`src/rhs_pkg.sv`:
```
// Shared types, constants and the byte-wide CRC32-C step for the record
// header scanner. No dependencies.
`default_nettype none

package rhs_pkg;

  localparam int FIELD_BITS = 48;
  localparam int LENGTH_BITS = 64;
  localparam int CRC_BITS = 32;

  localparam logic [CRC_BITS-1:0] CRC_ONES = 32'hFFFF_FFFF;
  // Reflected form of polynomial 0x1EDC6F41
  localparam logic [CRC_BITS-1:0] CRC_POLY_REFLECTED = 32'h82F6_3B78;
  localparam logic [CRC_BITS-1:0] MASK_DELTA = 32'hA282_EAD8;
  localparam int MASK_ROTATE = 15;

  localparam int HEADER_BYTES = 12;
  localparam int LENGTH_BYTES = 8;
  localparam int TRAILER_BYTES = 4;
  localparam int FRAME_OVERHEAD = 16;

  typedef enum logic [2:0] {
    PH_HEADER = 3'b001,
    PH_SKIP   = 3'b010,
    PH_STOP   = 3'b100
  } phase_t;

  typedef enum logic [1:0] {
    ST_FOUND     = 2'd0,
    ST_CRC_ERROR = 2'd1,
    ST_TRUNCATED = 2'd2,
    ST_SHORT_HDR = 2'd3
  } status_t;

  typedef struct packed {
    logic                  valid;
    logic [FIELD_BITS-1:0] offset;
    logic [FIELD_BITS-1:0] size;
    status_t               status;
  } result_t;

  // One byte of reflected CRC32-C, unrolled over its eight bits.
  function automatic logic [CRC_BITS-1:0] crc32c_byte(input logic [CRC_BITS-1:0] crc_in,
                                                      input logic [7:0] data);
    logic [CRC_BITS-1:0] crc;
    crc = crc_in ^ {24'd0, data};
    for (int i = 0; i < 8; i++) begin
      if (crc[0]) begin
        crc = (crc >> 1) ^ CRC_POLY_REFLECTED;
      end else begin
        crc = crc >> 1;
      end
    end
    return crc;
  endfunction

endpackage

`default_nettype wire

```
`src/record_header_scanner_top.sv`:
```
// Top level of the record header scanner: input byte register, scan core,
// result register and the stream size register. Depends on rhs_pkg, rhs_scan.
//
// Usage:
//   Bytes of the record stream enter on in_valid/in_ready/data_byte, one
//   transfer per byte in file order. Each record is an 8-byte little-endian
//   length, a 4-byte masked CRC32-C of those bytes, the payload and a 4-byte
//   trailer. After the last header byte one result leaves on
//   out_valid/out_ready with record_offset, record_size and status; payload
//   and trailer bytes are consumed without results.
//   cfg_write/cfg_data load stream_size, the total byte count of the stream;
//   write it while the block is idle.
//   Throughput: one byte per cycle while no result waits on a low out_ready.
//   A byte waits in the input register, and the result register loads at the
//   edge on which that byte advances into the scan core.
//   An error result, or a byte at or past stream_size at a record start,
//   stops the scan; later bytes are taken and dropped until reset.
//   Reset returns the scanner to the first header byte at offset zero and
//   clears stream_size. While a result waits on a low out_ready, the result
//   register holds and the input register takes at most one more byte before in_ready drops.
`default_nettype none

module record_header_scanner_top #(
  parameter int POSITION_BITS = 48
) (
  input  wire logic        clk,
  input  wire logic        rst,
  input  wire logic        in_valid,
  output logic             in_ready,
  input  wire logic [7:0]  data_byte,
  output logic             out_valid,
  input  wire logic        out_ready,
  output logic [47:0]      record_offset,
  output logic [47:0]      record_size,
  output logic [1:0]       status,
  input  wire logic        cfg_write,
  input  wire logic [47:0] cfg_data
);

  logic                               hold_valid;
  logic [7:0]                         hold_byte;
  logic                               advance;
  logic [rhs_pkg::FIELD_BITS-1:0]     stream_size;
  rhs_pkg::result_t                   scan_result;

  assign advance = hold_valid && (!out_valid || out_ready);
  assign in_ready = !hold_valid || advance;

  rhs_scan #(
    .POSITION_BITS(POSITION_BITS)
  ) u_scan (
    .clk(clk),
    .rst(rst),
    .step(advance),
    .data(hold_byte),
    .stream_size(stream_size),
    .result(scan_result)
  );

  always_ff @(posedge clk) begin
    if (rst) begin
      hold_valid <= 1'b0;
      out_valid <= 1'b0;
      stream_size <= '0;
    end else begin
      if (in_valid && in_ready) begin
        hold_valid <= 1'b1;
      end else if (advance) begin
        hold_valid <= 1'b0;
      end
      if (advance && scan_result.valid) begin
        out_valid <= 1'b1;
      end else if (out_ready) begin
        out_valid <= 1'b0;
      end
      if (cfg_write) begin
        stream_size <= cfg_data;
      end
    end
  end

  // payload registers
  always_ff @(posedge clk) begin
    if (in_valid && in_ready) begin
      hold_byte <= data_byte;
    end
    if (advance && scan_result.valid) begin
      record_offset <= scan_result.offset;
      record_size <= scan_result.size;
      status <= scan_result.status;
    end
  end

endmodule

`default_nettype wire

```
`src/rhs_scan.sv`:
```
// Record framing state: header capture, CRC check, bound check and payload
// skip, one byte per step. Depends on rhs_pkg.
`default_nettype none

module rhs_scan #(
  parameter int POSITION_BITS = 48
) (
  input  wire logic                              clk,
  input  wire logic                              rst,
  input  wire logic                              step,
  input  wire logic [7:0]                        data,
  input  wire logic [rhs_pkg::FIELD_BITS-1:0]    stream_size,
  output rhs_pkg::result_t                       result
);

  localparam int LB = rhs_pkg::LENGTH_BITS;

  rhs_pkg::phase_t            phase, phase_next;
  logic [3:0]                 header_count, header_count_next;
  logic [LB-1:0]              length_value, length_value_next;
  logic [LB:0]                len_plus16, len_plus16_next;
  logic [31:0]                crc_running, crc_running_next;
  logic [31:0]                stored_crc, stored_crc_next;
  logic [POSITION_BITS-1:0]   record_start, record_start_next;
  logic [POSITION_BITS-1:0]   byte_position, byte_position_next;
  logic [POSITION_BITS-1:0]   skip_remaining, skip_remaining_next;

  logic [LB-1:0]              pos64, ss64, start64, room;
  logic [31:0]                crc_sum, crc_masked, crc_got;
  logic [LB-1:0]              skip_len;

  always_comb begin
    pos64 = LB'(byte_position);
    ss64 = LB'(stream_size);
    start64 = LB'(record_start);
    crc_sum = crc_running ^ rhs_pkg::CRC_ONES;
    crc_masked = {crc_sum[rhs_pkg::MASK_ROTATE-1:0], crc_sum[31:rhs_pkg::MASK_ROTATE]}
                 + rhs_pkg::MASK_DELTA;
    crc_got = {data, stored_crc[23:0]};
    room = (ss64 >= start64) ? (ss64 - start64) : '0;
    skip_len = length_value + LB'(rhs_pkg::TRAILER_BYTES);

    phase_next = phase;
    header_count_next = header_count;
    length_value_next = length_value;
    len_plus16_next = len_plus16;
    crc_running_next = crc_running;
    stored_crc_next = stored_crc;
    record_start_next = record_start;
    byte_position_next = byte_position;
    skip_remaining_next = skip_remaining;
    result = '0;

    if (step) begin
      case (phase)
        rhs_pkg::PH_SKIP: begin
          byte_position_next = byte_position + 1'b1;
          if (skip_remaining != '0) begin
            skip_remaining_next = skip_remaining - 1'b1;
          end
          if (skip_remaining <= POSITION_BITS'(1)) begin
            phase_next = rhs_pkg::PH_HEADER;
          end
        end
        rhs_pkg::PH_HEADER: begin
          if (header_count == '0 && pos64 >= ss64) begin
            // end of stream: stop quietly
            phase_next = rhs_pkg::PH_STOP;
          end else if (header_count == '0 &&
                       (ss64 - pos64) < LB'(rhs_pkg::HEADER_BYTES)) begin
            phase_next = rhs_pkg::PH_STOP;
            result.valid = 1'b1;
            result.offset = pos64[rhs_pkg::FIELD_BITS-1:0];
            result.status = rhs_pkg::ST_SHORT_HDR;
          end else begin
            byte_position_next = byte_position + 1'b1;
            if (header_count == '0) begin
              record_start_next = byte_position;
              stored_crc_next = '0;
            end
            if (header_count < 4'(rhs_pkg::LENGTH_BYTES)) begin
              if (header_count == '0) begin
                length_value_next = '0;
                crc_running_next = rhs_pkg::crc32c_byte(rhs_pkg::CRC_ONES, data);
              end else begin
                crc_running_next = rhs_pkg::crc32c_byte(crc_running, data);
              end
              length_value_next[{header_count[2:0], 3'b000} +: 8] = data;
              header_count_next = header_count + 4'd1;
            end else if (header_count < 4'(rhs_pkg::HEADER_BYTES - 1)) begin
              if (header_count == 4'(rhs_pkg::LENGTH_BYTES)) begin
                len_plus16_next = (LB+1)'(length_value) + (LB+1)'(rhs_pkg::FRAME_OVERHEAD);
              end
              stored_crc_next[{header_count[1:0], 3'b000} +: 8] = data;
              header_count_next = header_count + 4'd1;
            end else begin
              // last CRC byte: check and report
              header_count_next = '0;
              crc_running_next = rhs_pkg::CRC_ONES;
              stored_crc_next = crc_got;
              result.valid = 1'b1;
              result.offset = start64[rhs_pkg::FIELD_BITS-1:0];
              if (crc_masked != crc_got) begin
                phase_next = rhs_pkg::PH_STOP;
                result.status = rhs_pkg::ST_CRC_ERROR;
              end else if (len_plus16 > {1'b0, room}) begin
                phase_next = rhs_pkg::PH_STOP;
                result.status = rhs_pkg::ST_TRUNCATED;
              end else begin
                skip_remaining_next = skip_len[POSITION_BITS-1:0];
                phase_next = (skip_len[POSITION_BITS-1:0] == '0) ? rhs_pkg::PH_HEADER
                                                                 : rhs_pkg::PH_SKIP;
                result.size = len_plus16[rhs_pkg::FIELD_BITS-1:0];
                result.status = rhs_pkg::ST_FOUND;
              end
            end
          end
        end
        default: begin
          phase_next = rhs_pkg::PH_STOP;
        end
      endcase
    end
  end

  always_ff @(posedge clk) begin
    if (rst) begin
      phase <= rhs_pkg::PH_HEADER;
      header_count <= '0;
      byte_position <= '0;
      skip_remaining <= '0;
      crc_running <= rhs_pkg::CRC_ONES;
    end else begin
      phase <= phase_next;
      header_count <= header_count_next;
      byte_position <= byte_position_next;
      skip_remaining <= skip_remaining_next;
      crc_running <= crc_running_next;
    end
  end

  always_ff @(posedge clk) begin
    length_value <= length_value_next;
    len_plus16 <= len_plus16_next;
    stored_crc <= stored_crc_next;
    record_start <= record_start_next;
  end

endmodule

`default_nettype wire
```
`config.mk`:
```
export PLATFORM = sky130hd
export DESIGN_NAME = record_header_scanner_top
export DESIGN_NICKNAME = d
export VERILOG_FILES = /design/src/rhs_pkg.sv /design/src/record_header_scanner_top.sv /design/src/rhs_scan.sv
export SDC_FILE = /design/constraint.sdc
export NUM_CORES = 1
export LEC_CHECK = 0
export ABC_AREA = 1
export BUFFER_PORTS_ARGS = -buffer_cell sky130_fd_sc_hd__buf_2
export CAP_MARGIN = 15
export CORE_ASPECT_RATIO = 1.4
export CORE_MARGIN = 2
export CORE_UTILIZATION = 63
export CTS_BUF_LIST = sky130_fd_sc_hd__clkbuf_4 sky130_fd_sc_hd__clkbuf_8 sky130_fd_sc_hd__clkbuf_16
export CTS_CLUSTER_SIZE = 20
export DETAILED_ROUTE_END_ITERATION = 10
export PLACE_DENSITY = 0.89
export SLEW_MARGIN = 20
export SYNTH_ARGS = -nofsm -noshare
export SYNTH_HDL_FRONTEND = slang
export SYNTH_SLANG_ARGS = --single-unit
```
`constraint.sdc`:
```
create_clock -name clk -period 11.66 [get_ports clk]
set_input_delay 1.749 -clock clk [delete_from_list [all_inputs] [get_ports clk]]
set_output_delay 1.749 -clock clk [all_outputs]
set_load 0.03 [all_outputs]
```
==> summary by stage <==
Status
The flow ran to the end, and the final reports show no timing, DRC or antenna violations.

Global route
The via count of the first global-routing pass is 33800. Across every metal layer, demand over resource in global routing totals 0.419. The maximum number of pins on one net before global-route repair is 89.

The initial antenna violation count is 4. For this run the aggregate overflow at the end of global routing stands at 0. The first global-routing pass estimated 188000 um of wire.

Yosys
For this run, the register share of the synthesized area comes to 0.362. By instance count, the leading cell after synthesis is nand2_1. The xor/xnor cell area share of the yosys netlist is 0.0728. The largest area contributor in the synthesized netlist is edfxtp_1. The share of synthesized area in the top cell type comes to 0.258. After technology mapping, the gate count stands at 5067. The most used flip-flop cell after synthesis is edfxtp_1.

Of the total synthesized cell area, the portion taken by full adders, half adders and majority gates is 0.0608. The netlist area before placement is 35700 sq um. The number of warnings printed during yosys synthesis is 0. The post-synthesis area per instance is 7.05 sq um. The count of distinct cell types in the synthesized netlist is 69.

The synthesized design contains 492 register bits. Of the post-synthesis cell area, the part taken by muxes is 0.00196. The commonest cells after synthesis are 1184 x nand2_1, 840 x nor2_1, 673 x inv_1, 323 x nand3_1, 307 x edfxtp_1. The main combinational cell family by area after synthesis is simple AND/OR/NAND/NOR gates. The area fraction in compound gates after synthesis came to 0.0945. The fraction of registers with async set or reset after synthesis is 0.

Ranked by total cell area, the synthesized netlist is headed by edfxtp_1 26%, nand2_1 12%, dfxtp_1 10%. Counting flops with a built-in enable in the synthesized netlist gives 307. The net count after synthesis is 5301. The fraction of the mapped netlist area in simple logic gates is 0.318.

Finish
Of the cells placed in the final design, the portion with a size suffix greater than 1 is 0.0719. The final design instance area without fill is 38600 sq um. The final cell count without fillers is 5950. The number of nets in the final layout is 5405. The signed area change from the synthesized netlist to the final layout is 8.24%.

Clock tree
The count of hold-fix buffers inserted at cts is 0. Once the clock tree was built, the setup fixing pass inserted 0 buffers. The clock transition at the register clock pins on the worst setup and hold paths after CTS is 0.06 ns.

The clock insertion delay at the later pin of the skew report is 0.62 ns. The clock net in this run drives a total of 492 sinks. The total of cells resized after clock tree synthesis is 0.

CTS built an H-tree with a depth of 2. Counting along the longest clock path gives a buffer depth of 3. The tree is rooted in a clkbuf_16. TritonCTS built the clock tree. The number of clock buffers inserted by TritonCTS is 50.

Routing
Wires add up to 125000 um. Once detail routing completed, the nets flagged for antenna violations numbered 0. After detailed routing, the number of remaining DRC violations is 0.

The number of detailed-route iterations in the first pass is 9. The wire length per cell is 20.9 um. Dividing the detail-routed via count by the number of cells gives 5.96. The via total after detailed routing is 35500. The number of design-rule violations left by the first detailed-router iteration is 3544.

Floorplanning
The initial utilization of the core area, before any placement, comes to 0.635. The region available for standard cell placement spans 56200 sq um. The die width is 205 um. The floorplan step set the die height to 286 um. The die covers 58600 sq um. The row count is 103.

The I/O pin count is 161.

Timing
The upper clock frequency limit is 132 MHz. The clock period could shrink to 7.56 ns. Headroom to the max-slew limit came out at 0.273. Setup repair after global routing left no endpoint under its margin. For the final database, setup skew stands at 0.0210 ns. Setup violations remaining at the end of the flow were counted as 0. The number of pins with negative max-slew slack in the final report is 0. In the finished design, the share of the clock period the worst path needs comes to 0.648.

Summed over all failing endpoints, the final setup total negative slack is 0 ns. The final number of hold-violating endpoints came to 0. The slew at the pin closest to its max-slew limit is 1.08 ns.

Setup path
The worst-path maximum fanout is 42. On the worst path, the slowest cell contributes a delay of 0.62 ns. The worst endpoint required time is 12.17 ns. The worst setup path is captured at a flip-flop. The type of the worst setup path is flip-flop to flip-flop. Counting stages on the worst path, the most repeated cell is nand2_1.

The largest individual stage delay along the critical path comes from the cell nor2_1. The data arrival time of the worst path is 8.06 ns. The category of the worst setup path launch point is a flip-flop.

Power and ir drop
VDD sags by at most 173 uV. Summed over all cells, the static leakage comes to 17.4 nW. For this design the ratio of total power to cell area is 143 nW/um^2. The total design power is 5.51 mW.

Placed design
The count of buffers added on input and output ports is 160. The cell total after placement is 5854. The placed wire-length estimate is 96700 um. The placed instance area is 37000 sq um. The weighted congestion at the end of routability-driven global placement is 1.04.

Run
The number of max-cap violations is 0.

Worst hold path
The worst hold path class is flip-flop to flip-flop.
[final timing paths]
kind                                                  to                             startpoint  slack (ns)  cells after the start
setup / recovery  u_scan.skip_remaining[45]$_SDFFE_PP0P_       u_scan.record_start[2]$_DFFE_PP_        4.10                     32
hold / removal         u_scan.record_start[29]$_DFFE_PP_  u_scan.byte_position[29]$_SDFFE_PP0P_        0.46                      0
setup reg to reg  u_scan.skip_remaining[45]$_SDFFE_PP0P_       u_scan.record_start[2]$_DFFE_PP_        4.10                     32
hold reg to reg        u_scan.record_start[29]$_DFFE_PP_  u_scan.byte_position[29]$_SDFFE_PP0P_        0.46                      0
[sequential cells by signal, summed over array words and instances (netlist names)]
signal and cells:
u_scan.record_start 48, record_size 48, u_scan.byte_position 48, u_scan.skip_remaining 48, record_offset 48, u_scan.crc_running 32, u_scan.len_plus16 65, stream_size 48
u_scan.header_count 4, status 2, out_valid 1, u_scan.length_value 64, u_scan.stored_crc 24, u_scan.phase 3, hold_valid 1, hold_byte 8
[per-stage QoR]
step	hold WS, ns	utilization	worst slack, ns
5_1_grt	0.476	0.688	3.77
3_3_place_gp	0.434	0.659	4.54
4_1_cts	0.460	0.688	4.34
3_5_place_dp	0.443	0.659	4.38
2_1_floorplan	0.426	-	2.31
6_report	0.461	0.688	4.10
[metal layers]
metal,global-route usage,wire [um]
met4,0.307,10900
met5,0,11
met1,0.469,43200
met2,0.713,59300
met3,0.0752,11200
[cell type report]
type / instances / area, sq um
multi-input combinational: 3748 / 19600
fill: 4955 / 17500
sequential: 492 / 12900
inverter: 697 / 2620
clock buffer: 61 / 1340
timing repair buffer: 182 / 966
tap: 735 / 920
clock inverter: 33 / 273
antenna: 2 / 5.00
[cells by family after synthesis]
logic type,after synthesis
compound gates,597
xor+xnor,287
fa+ha+maj,173
buf+inv,827
flops,492
mux,7
simple gates,2684
[worst max-delay path: cells and delay by family (launching register included)]
family / cells / cell delay (ns)
adder cells (fa/ha/maj): 2 / 0.88
flip-flops: 1 / 0.32
buffers and inverters: 4 / 0.66
AO/OA/AOI/OAI: 9 / 2.35
AND/OR/NAND/NOR: 17 / 3.15
[cell usage in the layout (no fill, tap or decap), drive strengths merged, types with 172 or more instances in the layout]
cell type  netlist  final
dfxtp          185    185
nand3          323    323
a21oi          223    223
o21ai          235    235
edfxtp         307    307
nand2         1199   1199
inv            690    696
xor2           218    218
nor2           850    850
buf             64    182
ha             172    172
[power by group]
| group | total, mW | internal, mW | switching, mW | leakage [nW] |
|---|---|---|---|---|
| registers | 2.04 | 1.94 | 0.0974 | 4.18 |
| clock network | 1.64 | 0.876 | 0.761 | 0.799 |
| logic | 1.84 | 0.580 | 1.26 | 12.5 |
Power figures use the tool's default switching activity.
